File: config.mk
export PLATFORM = sky130hd
export DESIGN_NAME = eatv_offset_mem
export DESIGN_NICKNAME = d
export VERILOG_FILES = /design/src/eatv_pkg.sv /design/src/eatv_offset_mem.sv
export SDC_FILE = /design/constraint.sdc
export NUM_CORES = 2
export LEC_CHECK = 0
export ABC_AREA = 1
export BUFFER_PORTS_ARGS = -buffer_cell sky130_fd_sc_hd__buf_4
export CAP_MARGIN = 15
export CORE_ASPECT_RATIO = 0.5
export CORE_MARGIN = 2
export CORE_UTILIZATION = 45
export CTS_BUF_LIST = sky130_fd_sc_hd__clkbuf_4
export DETAILED_ROUTE_END_ITERATION = 12
export PLACE_DENSITY_LB_ADDON = 0.05
export SKIP_LAST_GASP = 1
export SLEW_MARGIN = 40
export SYNTH_ARGS = -nofsm -noshare
export SYNTH_HDL_FRONTEND = slang
export SYNTH_SLANG_ARGS = --single-unit
File: constraint.sdc
create_clock -name clk -period 3.55 [get_ports clk]
set_input_delay 0.5325 -clock clk [delete_from_list [all_inputs] [get_ports clk]]
set_output_delay 0.5325 -clock clk [all_outputs]
set_load 0.01 [all_outputs]
File: src/eatv_pkg.sv
// shared constants, types and codes for the encoder angle, turns and velocity block
package eatv_pkg;

  // angle format: one turn is 2**CPR_W counts
  localparam int CPR_W         = 14;
  localparam int CPR           = 1 << CPR_W;
  localparam int HALF_TURN     = CPR / 2;

  // offset table: one entry per segment of 2**SEG_SHIFT counts
  localparam int SEG_SHIFT     = 7;
  localparam int TAB_AW        = CPR_W - SEG_SHIFT;
  localparam int TABLE_ENTRIES = 1 << TAB_AW;
  localparam int OFF_W         = 15;

  // velocity window
  localparam int WIN_AW        = 3;
  localparam int VEL_WINDOW    = 1 << WIN_AW;
  localparam int DELTA_W       = 15;
  localparam int DSUM_W        = 18;

  // register and result widths
  localparam int TURNS_W       = 32;
  localparam int PP_W          = 7;
  localparam int RATE_W        = 17;
  localparam int VNUM_W        = DSUM_W + RATE_W + 1;
  localparam int MECH_W        = 34;
  localparam int ELEC_W        = 40;
  // q16.16 scale over window * counts per turn, both powers of two
  localparam int VEL_SHIFT     = $clog2(VEL_WINDOW * CPR) - 16;

  // port widths
  localparam int IN_TDATA_W    = 40;
  localparam int OUT_TDATA_W   = 136;
  localparam int CFG_IDX_W     = 3;
  localparam int CFG_DATA_W    = 17;

  // reset values of the registers
  localparam int PP_RESET      = 7;
  localparam int RATE_RESET    = 10000;

  typedef logic [CPR_W-1:0]         count_t;
  typedef logic [TAB_AW-1:0]        tab_addr_t;
  typedef logic signed [OFF_W-1:0]  offset_t;
  typedef logic signed [DELTA_W-1:0] delta_t;
  typedef logic signed [DSUM_W-1:0] dsum_t;

  typedef enum logic {
    ACT_SAMPLE = 1'b0,
    ACT_TABLE  = 1'b1
  } action_t;

  typedef enum logic [CFG_IDX_W-1:0] {
    CFG_CALIB   = 3'd0,
    CFG_DIR     = 3'd1,
    CFG_POLES   = 3'd2,
    CFG_EOFFSET = 3'd3,
    CFG_RATE    = 3'd4
  } cfg_reg_t;

  typedef enum logic [2:0] {
    ST_IDLE,
    ST_CORR,
    ST_TRACK,
    ST_MUL1,
    ST_MUL2,
    ST_OUT
  } state_t;

  // control from the sequencer to the delta window
  typedef struct packed {
    logic rd;   // fetch the oldest delta
    logic upd;  // replace the oldest delta and update the sum
  } win_ctrl_t;

endpackage

File: src/eatv_offset_mem.sv
// offset table memory, one write port and two registered read ports
module eatv_offset_mem (
  input  logic               clk,
  input  logic               wr_en,
  input  eatv_pkg::tab_addr_t wr_addr,
  input  eatv_pkg::offset_t  wr_data,
  input  logic               rd_en,
  input  eatv_pkg::tab_addr_t rd_addr0,
  input  eatv_pkg::tab_addr_t rd_addr1,
  output eatv_pkg::offset_t  rd_data0,
  output eatv_pkg::offset_t  rd_data1
);
  import eatv_pkg::*;

  offset_t mem [TABLE_ENTRIES];

  always_ff @(posedge clk) begin
    if (wr_en) begin
      mem[wr_addr] <= wr_data;
    end
  end

  always_ff @(posedge clk) begin
    if (rd_en) begin
      rd_data0 <= mem[rd_addr0];
      rd_data1 <= mem[rd_addr1];
    end
  end

endmodule

==> qor.yml <==
logic_synthesis:
  syn_inst: 11000
  yosysWarningCount: 0
  synth.distinct_cells: 17
  yosys-top-cells-area: "edfxtp_1, nand3_1, nand2_1, buf_2, buf_4"
  synth_nets: 11000
  avgSynthCellArea_um2: 8.95
  netlist_area_um2: 98000
  ys_seq_area_frac: 0.597
  yosys.area.top_type_share: 0.597
  synth.largest_area_cell: "edfxtp_1"
  ys_ff_latch: 1950
drt:
  wl_per_cell_um: 27.7
  drtAntennaViolNets: 0
  num_vias: 87400
  drt_iter0_markers: 13100
  vias_per_cell: 6.03
  drc_errors: 0
  drtPass1Iterations: 8
  routed_wl_um: 402000
setup_path:
  path_max_fanout: 1
  critPathLaunchType: "register"
  crit_family: "flip-flops"
  cp.arrival_ns: 2.14
  reg2regPathDepth: 11
  r2r_end: "rd_data0[11]"
  path_cells: "buf_4"
  r2r_slack_ns: 1.13
  crit_path_end_kind: "output pin"
  path_buf_inv: 1
  worst-setup-path-type: "reg2out"
  slowest_stage: "edfxtp_1"
  rr_startpoint: "mem[95][11]"
  cpPeakStageDelay_ns: 0.57
  cp.required_ns: 3.02
sta:
  max_slew.worst_pin.slew_ns: 0.965
  hold_viol_final: 0
  rsz0062_at_grt: "false"
  fin_ws_ns: 0.882
  fin_skew_ns: 0.0943
  relSlewSlack: 0.357
  min_period_ns: 2.67
  fmax_ghz: 0.375
  finalSetupViolCount: 0
  slew_violations: 0
  setup_tns_ns: 0
  timing.final.crit_share: 0.752
final_layout:
  final_nets: 11300
  area_delta_synth_final_pct: 12.4
  fin_cells: 14500
  fill_cells: 20300
  multiInputGateArea_um2: 35100
  drive_above_1_share: 0.128
  postLayoutCoreUtil: 0.508
  ff_latch_area_um2: 58600
grt:
  grt_usage: 0.352
  grt_pass1_wl_um: 570000
  antenna_found_initial: 24
  grt_max_degree: 142
  grt-ovfl-total: 0
  grt_pass1_vias: 81300
placement:
  port_buffers: 68
  dpl.cell_count: 13700
  dp_slack_ns: 0.213
  globalplace.congestion: 0.939
  dp_hpwl_um: 245000
min_path:
  hp-start: "wr_addr[4]"
  holdPathStages: 4
  hold_path_end: "mem[46][0]"
  min-delay-path-class: "in2reg"
cts:
  clock_sinks: 1950
  cts_tree: "built"
  postCtsResizedCells: 0
  cts.path.max_buffers: 4
  clk_pin_slew_ns: 0.07
  cts.htree.levels: 5
  worstSkewPairLatency_ns: 1.39
  cts_root_buf: "clkbuf_4"
  numCtsBuffers: 463
die:
  rows: 121
  die_h_um: 334
  coreArea_um2: 217000
  start_util: 0.452
  chipWidth_um: 664
  die_area_um2: 222000
  ioPinCount: 69
power_and_ir_drop:
  finalPower_w: 0.0502
  powerDensity_nw_per_um2: 456
  p_leak_nw: 42.8
  ir_worst_vdd_uv: 248
outcome:
  status: "finished clean"
run:
  max_cap_viol_count: 0
[where the power goes]
group | total (W) | switching (W) | internal [W] | leakage, nW
logic | 0.00633 | 0.00462 | 0.00170 | 21.9
clock network | 0.0184 | 0.00965 | 0.00871 | 3.34
registers | 0.0255 | 0.000107 | 0.0254 | 17.6
total | 0.0502 | 0.0144 | 0.0359 | 42.8
[area by class of cell]
type / instances / area share
Antenna cell: 20 / 0.000454
Multi-Input combinational cell: 8118 / 0.319
Tap cell: 2890 / 0.0328
Inverter: 31 / 0.00171
Clock inverter: 138 / 0.00560
Sequential cell: 1950 / 0.531
Clock buffer: 661 / 0.0450
Timing Repair Buffer: 696 / 0.0644
[per-stage QoR]
step	area [um^2]	hold WS (ns)
2_1_floorplan	98000	0.631
3_3_place_gp	104000	0.987
3_5_place_dp	104000	1.02
4_1_cts	110000	0.00635
5_1_grt	110000	0.104
6_report	110000	0.120
[routing by layer]
layer / vias up / track usage / part of all wire
met5: - / 0 / 0
met4: 0 / 0.147 / 0.043
met3: 994 / 0.0909 / 0.12
met2: 5743 / 0.518 / 0.43
met1: 42000 / 0.495 / 0.41
li1: 38700 / - / -
[how the worst max path moves through the flow]
stage                startpoint  cells past startpoint           to
floorplan                 wr_en                      4  mem[105][0]
global placement    rd_addr0[0]                     14  rd_data0[6]
detailed placement  rd_addr0[0]                     14  rd_data0[6]
CTS                 rd_data0[7]                      1  rd_data0[7]
global route        rd_data0[7]                      1  rd_data0[7]
finish              rd_data1[1]                      1  rd_data1[1]
[flip-flops by register name, indices dropped and copies added (netlist names)]
name      flops
mem        1920
rd_data0     15
rd_data1     15
[cells in the mapped netlist (all sizes together)]
library cell,instances
nor3,8
clkbuf,177
buf,674
edfxtp,1950
nand3,3483
nor2,134
clkinv,4
inv,27
nand2,4493
[worst register-to-register path: cells and delay by family (launching register included)]
kind          cells  cell delay [ns]
simple gates     10             1.26
flops             1             0.40
buf+inv           1             0.55
[layout by cell type (no fill, tap or decap), types with 3 or more instances in the layout]
master	n
nand2_1	4485
nand3_1	3483
edfxtp_1	1950
clkbuf_4	661
buf_4	519
buf_12	139
clkinv_1	115
nor2_2	112
dlygate4sd3_1	28
nor2_1	22
inv_1	21
diode_2	20
inv_2	11
clkinv_2	9
nor3_1	8
nand2_2	7
buf_8	6
inv_8	4
buf_6	4
bufinv_16	3
[timing repair]
action / in CTS / in global routing
hold endpoints to repair: 1644 / 0
hold buffers: 28 / 0
setup buffers: 0 / 0
[cells by family (layout without fill, tap and decap cells)]
logic type,count (synthesis),count (layout),share of synthesized area
other,0,20,0
AND/OR/NAND/NOR,8118,8118,0.355
buffers and inverters,882,1526,0.0473
flip-flops,1950,1950,0.597
(Power assumes the default switching activity.)
