<file path="config.mk">
export PLATFORM = sky130hd
export DESIGN_NAME = eatv_delta_win
export DESIGN_NICKNAME = d
export VERILOG_FILES = /design/src/eatv_pkg.sv /design/src/eatv_delta_win.sv
export SDC_FILE = /design/constraint.sdc
export NUM_CORES = 1
export LEC_CHECK = 0
export BUFFER_PORTS_ARGS = -buffer_cell sky130_fd_sc_hd__buf_2
export CAP_MARGIN = 20
export CORE_MARGIN = 1.5
export CORE_UTILIZATION = 61
export CTS_BUF_LIST = sky130_fd_sc_hd__clkbuf_4
export DETAILED_ROUTE_END_ITERATION = 16
export GPL_TIMING_DRIVEN = 0
export PLACE_DENSITY = 0.79
export SLEW_MARGIN = 20
export SYNTH_ARGS = -nofsm -noshare
export SYNTH_HDL_FRONTEND = slang
export SYNTH_SLANG_ARGS = --single-unit
</file>
<file path="constraint.sdc">
create_clock -name clk -period 6.85 [get_ports clk]
set_input_delay 1.0275 -clock clk [delete_from_list [all_inputs] [get_ports clk]]
set_output_delay 1.0275 -clock clk [all_outputs]
set_load 0.005 [all_outputs]
</file>
<file path="src/eatv_pkg.sv">
// shared constants, types and codes for the encoder angle, turns and velocity block
package eatv_pkg;

  // angle format: one turn is 2**CPR_W counts
  localparam int CPR_W         = 14;
  localparam int CPR           = 1 << CPR_W;
  localparam int HALF_TURN     = CPR / 2;

  // offset table: one entry per segment of 2**SEG_SHIFT counts
  localparam int SEG_SHIFT     = 7;
  localparam int TAB_AW        = CPR_W - SEG_SHIFT;
  localparam int TABLE_ENTRIES = 1 << TAB_AW;
  localparam int OFF_W         = 15;

  // velocity window
  localparam int WIN_AW        = 3;
  localparam int VEL_WINDOW    = 1 << WIN_AW;
  localparam int DELTA_W       = 15;
  localparam int DSUM_W        = 18;

  // register and result widths
  localparam int TURNS_W       = 32;
  localparam int PP_W          = 7;
  localparam int RATE_W        = 17;
  localparam int VNUM_W        = DSUM_W + RATE_W + 1;
  localparam int MECH_W        = 34;
  localparam int ELEC_W        = 40;
  // q16.16 scale over window * counts per turn, both powers of two
  localparam int VEL_SHIFT     = $clog2(VEL_WINDOW * CPR) - 16;

  // port widths
  localparam int IN_TDATA_W    = 40;
  localparam int OUT_TDATA_W   = 136;
  localparam int CFG_IDX_W     = 3;
  localparam int CFG_DATA_W    = 17;

  // reset values of the registers
  localparam int PP_RESET      = 7;
  localparam int RATE_RESET    = 10000;

  typedef logic [CPR_W-1:0]         count_t;
  typedef logic [TAB_AW-1:0]        tab_addr_t;
  typedef logic signed [OFF_W-1:0]  offset_t;
  typedef logic signed [DELTA_W-1:0] delta_t;
  typedef logic signed [DSUM_W-1:0] dsum_t;

  typedef enum logic {
    ACT_SAMPLE = 1'b0,
    ACT_TABLE  = 1'b1
  } action_t;

  typedef enum logic [CFG_IDX_W-1:0] {
    CFG_CALIB   = 3'd0,
    CFG_DIR     = 3'd1,
    CFG_POLES   = 3'd2,
    CFG_EOFFSET = 3'd3,
    CFG_RATE    = 3'd4
  } cfg_reg_t;

  typedef enum logic [2:0] {
    ST_IDLE,
    ST_CORR,
    ST_TRACK,
    ST_MUL1,
    ST_MUL2,
    ST_OUT
  } state_t;

  // control from the sequencer to the delta window
  typedef struct packed {
    logic rd;   // fetch the oldest delta
    logic upd;  // replace the oldest delta and update the sum
  } win_ctrl_t;

endpackage

</file>
<file path="src/eatv_delta_win.sv">
// ring of recent position deltas with running window sum
module eatv_delta_win (
  input  logic                clk,
  input  logic                rst,
  input  eatv_pkg::win_ctrl_t ctrl,
  input  eatv_pkg::delta_t    delta_in,
  output eatv_pkg::dsum_t     delta_sum
);
  import eatv_pkg::*;

  delta_t                hist_mem [VEL_WINDOW];
  logic [VEL_WINDOW-1:0] hist_valid;
  logic [WIN_AW-1:0]     ptr;
  delta_t                old_q;
  logic                  old_valid;
  delta_t                old_delta;

  // never-written slots count as zero
  assign old_delta = old_valid ? old_q : '0;

  always_ff @(posedge clk) begin
    if (ctrl.upd) begin
      hist_mem[ptr] <= delta_in;
    end
  end

  always_ff @(posedge clk) begin
    if (ctrl.rd) begin
      old_q     <= hist_mem[ptr];
      old_valid <= hist_valid[ptr];
    end
  end

  always_ff @(posedge clk) begin
    if (rst) begin
      hist_valid <= '0;
      ptr        <= '0;
      delta_sum  <= '0;
    end else if (ctrl.upd) begin
      hist_valid[ptr] <= 1'b1;
      ptr             <= ptr + 1'b1;
      delta_sum       <= delta_sum - dsum_t'(old_delta) + dsum_t'(delta_in);
    end
  end

endmodule

</file>
==> reports/metrics.csv, run 1 <==
metric,value,unit
status,"complete, no violations",
netlist_area,7920,um^2
synth_ff_type,edfxtp_1,
synth_edf_count,136,
grt_pass1_wl,27000,um
yosys-top-cells-area,"edfxtp_1, dfxtp_1, mux2i_1, fa_1, inv_1",
htree_levels,4,
grt_max_degree,17,
vias,5203,
required,7.30,ns
async_flop_share,0,
cp_num_buf_inv,3,
port_buffers,34,
die_y,117,um
grt_pass1_vias,5198,
dr.pass1.iters,5,
hold_viol_final,0,
dr.first_iter.drc_count,427,
critPathArrivalTime,3.95,ns
path_max_fanout,10,
worstMarginPinSlew,0.861,ns
root_buffer,clkbuf_4,
diodes,0,
yosysWarnings,0,
dieWidth,117,um
tns,0,ns
crit_slowest_cell,or4_1,
clk-insertion-delay-late,0.56,ns
start_util,0.628,
worstReg2RegStart,old_valid$_DFFE_PP_,
dpl.hpwl,12500,um
setup_violations,0,
r2r_end,delta_sum[17]$_SDFFE_PP0P_,
finalNonFillerCells,883,
reg2reg_depth,12,
cts_resized,0,
max_freq,286,MHz
rsz0062_at_grt,no,
synth.avg_cell_area,12.5,um^2
tritoncts,done,
synth.top_cell.area_share,0.516,
gr-total-overflow,0,
r2r_slack,3.35,ns
yosysTopAreaCell,edfxtp_1,
cp.depth,12,
pin_count,37,
cts_hold_buf,0,
holdCritPathClass,reg2reg,
max_stage_delay,0.49,ns
grt_usage,0.272,
final_nets,754,
syn2layout_area_growth,11.4,%
synthesis.nets,688,
start_kind,flop,
whs,0.502,ns
wl_met1,6990,um
placed_cells,851,
dieArea,13700,um^2
cp_cell_sequence,clkbuf_1 -> and2_1 -> fa_1 -> inv_1 -> ha_1 -> buf_2 -> a21oi_1 -> o21bai_1 -> a311oi_2 -> a21o_1 -> o21ai_1 -> or4_1,
skew,0.0198,ns
antenna_left,0,
leakagePower,3.30,nW
ir_drop,0.169,mV
p_per_area,310,nW/um^2
yosysMostFrequentCell,edfxtp_1,
crit_type,reg2reg,
core-area,12600,um^2
synthCells,632,
drc,0,
wirelength,17000,um
startpoint,old_valid$_DFFE_PP_,
numCtsBuffers,17,
wl_met3,1100,um
ys_types,64,
gp_congestion,0.897,
cts_sinks,165,
drv_cap,0,
viasPerCell,5.89,
routedWlPerCell,19.3,um
highest_layer,met4,
fin_crit_sh,0.510,
critPathCapture,delta_sum[17]$_SDFFE_PP0P_,
slew_headroom,0.426,
clk_pin_slew,0.13,ns
worst_setup_path_end_kind,flop,
wl_met2,8480,um
cts_max_path_buffers,2,
final_max_slew_viol_count,0,
synth_common_cells,"edfxtp_1, inv_1, nor2_1",
drive_gt1_frac,0.180,
antenna_found_initial,0,
cts_setup_buffers,0,
critPathTopFamily,compound AO/OA/AOI/OAI gates,
rows,41,
ys_ff_latch,165,
synth_seq_area_share,0.589,
finalCriticalPeriod,3.50,ns
kinds of logic after synthesis:
family | count (synthesis) | share of synthesized area
compound gates | 126 | 0.111
xor+xnor | 8 | 0.00885
fa+ha+maj | 37 | 0.0746
buf+inv | 102 | 0.0520
flops | 165 | 0.589
mux | 55 | 0.0752
simple gates | 139 | 0.0899
cells in the final DEF, fill, tap and decap left out, types with 6 or more instances in the layout:
cell type,count
edfxtp_1,136
inv_1,70
nor2_1,41
buf_2,38
mux2i_1,37
dfxtp_1,29
a21oi_1,28
nand2_1,26
o21ai_0,25
clkbuf_1,24
ha_1,20
clkbuf_4,20
fa_1,17
mux2_2,16
and2_1,15
a22oi_1,14
o22a_1,14
nand3_1,11
buf_4,8
nor3_1,8
a21o_1,6
xnor2_1,6
sequential cells by signal (all words and copies together), names as in the netlist:
name and count:
delta_sum 18, hist_mem 120, hist_valid 8, old_q 15, old_valid 1, ptr 3
layer usage:
layer	track usage	vias up
met5	0	-
met4	0.117	0
li1	-	2414
met3	0.0577	36
met1	0.348	2529
met2	0.455	224
final cells by class:
| type | instances | area [um^2] |
|---|---|---|
| Buffer | 32 | 149 |
| Clock buffer | 20 | 150 |
| Clock inverter | 12 | 201 |
| Fill cell | 913 | 3800 |
| Inverter | 70 | 263 |
| Multi-Input combinational cell | 365 | 2880 |
| Sequential cell | 165 | 4660 |
| Tap cell | 172 | 215 |
| Timing Repair Buffer | 47 | 302 |
where the power goes:
part	total [mW]	switching, mW	leakage (nW)	internal [mW]
clock	0.668	0.328	0.186	0.340
combinational	0.874	0.512	1.63	0.362
sequential	1.20	0.0389	1.49	1.16
total	2.74	0.878	3.30	1.86
worst min-delay path by stage:
stage / from / end / slack [ns] / depth (start not counted)
floorplan: hist_valid[5]$_SDFFE_PP0P_ / hist_valid[5]$_SDFFE_PP0P_ / 0.43 / 2
global placement: hist_valid[5]$_SDFFE_PP0P_ / hist_valid[5]$_SDFFE_PP0P_ / 0.44 / 2
detailed placement: hist_valid[4]$_SDFFE_PP0P_ / hist_valid[4]$_SDFFE_PP0P_ / 0.46 / 2
CTS: hist_valid[6]$_SDFFE_PP0P_ / hist_valid[6]$_SDFFE_PP0P_ / 0.50 / 2
global route: hist_valid[4]$_SDFFE_PP0P_ / hist_valid[4]$_SDFFE_PP0P_ / 0.53 / 2
finish: hist_valid[6]$_SDFFE_PP0P_ / hist_valid[6]$_SDFFE_PP0P_ / 0.50 / 2
stage by stage:
| step | setup WS (ns) | power [mW] | util | instance area [um^2] |
|---|---|---|---|---|
| after detailed placement | 2.97 | 2.08 | 0.671 | 8470 |
| after CTS | 3.38 | 2.73 | 0.699 | 8820 |
| after floorplan | 3.41 | 1.85 | - | 7920 |
| after global routing | 3.15 | 2.90 | 0.699 | 8820 |
| final | 3.35 | 2.74 | 0.699 | 8820 |
| after global placement | 2.31 | 2.04 | 0.658 | 8310 |
worst min-delay path, stage by stage (launching register included):
cell and delay [ns]:
dfxtp_1 0.34, nor2_1 0.09, nor2_1 0.04
(Power assumes the default switching activity.)
==> inputs of run 2 (changes only) <==
CORE_UTILIZATION = 58   (was 61)
clock period = 3.2 ns   (was 6.85 ns; I/O delays follow)
==> reports/metrics.csv, run 2 (same netlist as run 1, synthesis figures left out) <==
metric,value,unit,change
worst_setup_path_end_kind,flop,,
regMostFlops,hist_mem,,
grt_pass1_vias,5253,,+1.1%
start_kind,flop,,
routedWlPerCell,20.0,um,+3.9%
numCtsBuffers,17,,unchanged
p_per_area,658,nW/um^2,+110%
ir_drop,0.392,mV,+130%
final_nets,752,,-0.27%
critPathArrivalTime,3.65,ns,-0.30 ns
clk_pin_slew,0.15,ns,+0.02 ns
final_common_cell,edfxtp_1,,
holdCritPathClass,in2reg,,
max_freq,318,MHz,+11%
placed_cells,852,,+0.12%
syn2layout_area_growth,11.8,%,
clk-insertion-delay-late,0.58,ns,+0.02 ns
p_int,3.79,mW,+100%
diodes,0,,unchanged
rsz0062_at_grt,yes,,
leakagePower,3.28,nW,-0.66%
core-area,13300,um^2,+5.4%
tritoncts,done,,
htree_levels,4,,unchanged
port_buffers,34,,unchanged
wirelength,17700,um,+4.1%
pin_count,37,,unchanged
dr.pass1.iters,5,,unchanged
worstMarginPinSlew,0.833,ns,-0.0282 ns
setup_violations,0,,unchanged
finalNonFillerCells,885,,+0.23%
drv_cap,0,,unchanged
clock_power_share,0.197,,-0.047
vias,5308,,+2.0%
hold_viol_final,0,,unchanged
gr-total-overflow,0,,unchanged
start_util,0.596,,-0.0319
cts_hold_buf,0,,unchanged
skew,0.0248,ns,+0.00498 ns
dieWidth,120,um,+2.5%
dpl.hpwl,12400,um,-0.96%
antenna_left,0,,unchanged
largest_register_ffs,120,,unchanged
final_max_slew_viol_count,0,,unchanged
grt_pass1_wl,27500,um,+1.8%
path_max_fanout,10,,unchanged
power_frac_comb,0.365,,+0.046
die_y,120,um,+2.5%
whs,0.192,ns,-0.310 ns
status,"complete, no violations",,
dr.first_iter.drc_count,633,,+48%
p_sw_frac,0.350,,+0.0295
drive_gt1_frac,0.205,,+0.0245
cts_sinks,165,,unchanged
root_buffer,clkbuf_4,,
top_regs,"hist_mem: 120 flops, delta_sum: 18 flops, old_q: 15 flops",,
layout_common_cells,"edfxtp_1, inv_1, nor2_1",,
antenna_found_initial,0,,unchanged
dieArea,14400,um^2,+5.0%
switchingPower,2.04,mW,+130%
grt_max_degree,17,,unchanged
grt_usage,0.258,,-0.0143
finalCriticalPeriod,3.15,ns,-0.349 ns
fin_crit_sh,0.984,,+0.473
sequentialPowerShare,0.438,,about the same
crit_type,reg2reg,,
drc,0,,unchanged
gp_congestion,0.892,,-0.56%
cts_max_path_buffers,2,,unchanged
required,3.71,ns,-3.59 ns
slew_headroom,0.442,,+0.0164
viasPerCell,6.00,,+1.8%
rows,42,,+2.4%
## run 2: cell types whose count changed in the layout (fill, tap and decap cells not counted), moves of 3 or more
cell and change:
ha_1 -7, ha_4 +4, bufinv_16 -4, o21ai_0 -4
ha_2 +3, clkinv_2 +4, o21ai_1 +3
## run 2: cell type report
type / count / area (um^2)
tap: 176 / 220
inverter: 70 / 263
timing repair buffer: 46 / 287
sequential: 165 / 4660
fill: 963 / 4440
multi-input combinational: 365 / 3000
buffer: 31 / 158
clock buffer: 18 / 135
clock inverter: 14 / 129
## run 2: worst paths after layout
| check | start | to | slack [ns] | depth (start not counted) |
|---|---|---|---|---|
| setup reg to reg | old_valid$_DFFE_PP_ | delta_sum[16]$_SDFFE_PP0P_ | 0.05 | 11 |
| hold / removal | delta_in[12] | hist_mem[2][12]$_DFFE_PP_ | 0.19 | 1 |
| setup / recovery | old_valid$_DFFE_PP_ | delta_sum[16]$_SDFFE_PP0P_ | 0.05 | 11 |
| hold reg to reg | hist_valid[6]$_SDFFE_PP0P_ | hist_valid[6]$_SDFFE_PP0P_ | 0.49 | 2 |
## run 2: per-stage QoR
step / setup slack, ns / area [um^2] / power [mW] / utilization / TNS, ns
after detailed placement: -0.245 / 8450 / 4.45 / 0.635 / -0.619
after global placement: -0.625 / 8310 / 4.37 / 0.625 / -40.74
after global routing: -0.0366 / 8850 / 6.16 / 0.666 / -0.0640
final: 0.0523 / 8850 / 5.83 / 0.666 / 0
after floorplan: 0.147 / 7920 / 3.97 / - / 0
after CTS: 0.00605 / 8750 / 5.62 / 0.658 / 0
## run 2: critical path: stages, from the launching register on
cell	delay, ns
edfxtp_1	0.44
clkbuf_8	0.18
and2_1	0.15
fa_1	0.48
inv_1	0.05
ha_2	0.34
a21o_1	0.21
a21oi_2	0.20
o21bai_2	0.10
a311o_1	0.38
or4_1	0.48
o311ai_1	0.08
## run 2: layer usage
| layer | vias to the layer above | track usage | routed length [um] | part of all wire |
|---|---|---|---|---|
| li1 | 2417 | - | - | - |
| met1 | 2603 | 0.331 | 7070 | 0.40 |
| met2 | 250 | 0.426 | 8810 | 0.50 |
| met3 | 38 | 0.0608 | 1430 | 0.081 |
| met4 | 0 | 0.103 | 432 | 0.024 |
| met5 | - | 0 | 0 | 0 |
## run 2: what timing repair did
action                     4_1_cts  5_1_grt
pin swaps                        1        4
gates resized for setup          7       27
setup buffers                    2        0
setup endpoints to repair        6        7
## run 2: power by group through the flow
stage,registers [mW],clock network [mW],logic (mW)
after floorplan,2.59,0,1.38
after global placement,2.59,0,1.78
after detailed placement,2.60,0,1.85
after CTS,2.55,1.17,1.90
after global routing,2.57,1.26,2.33
final,2.55,1.15,2.13
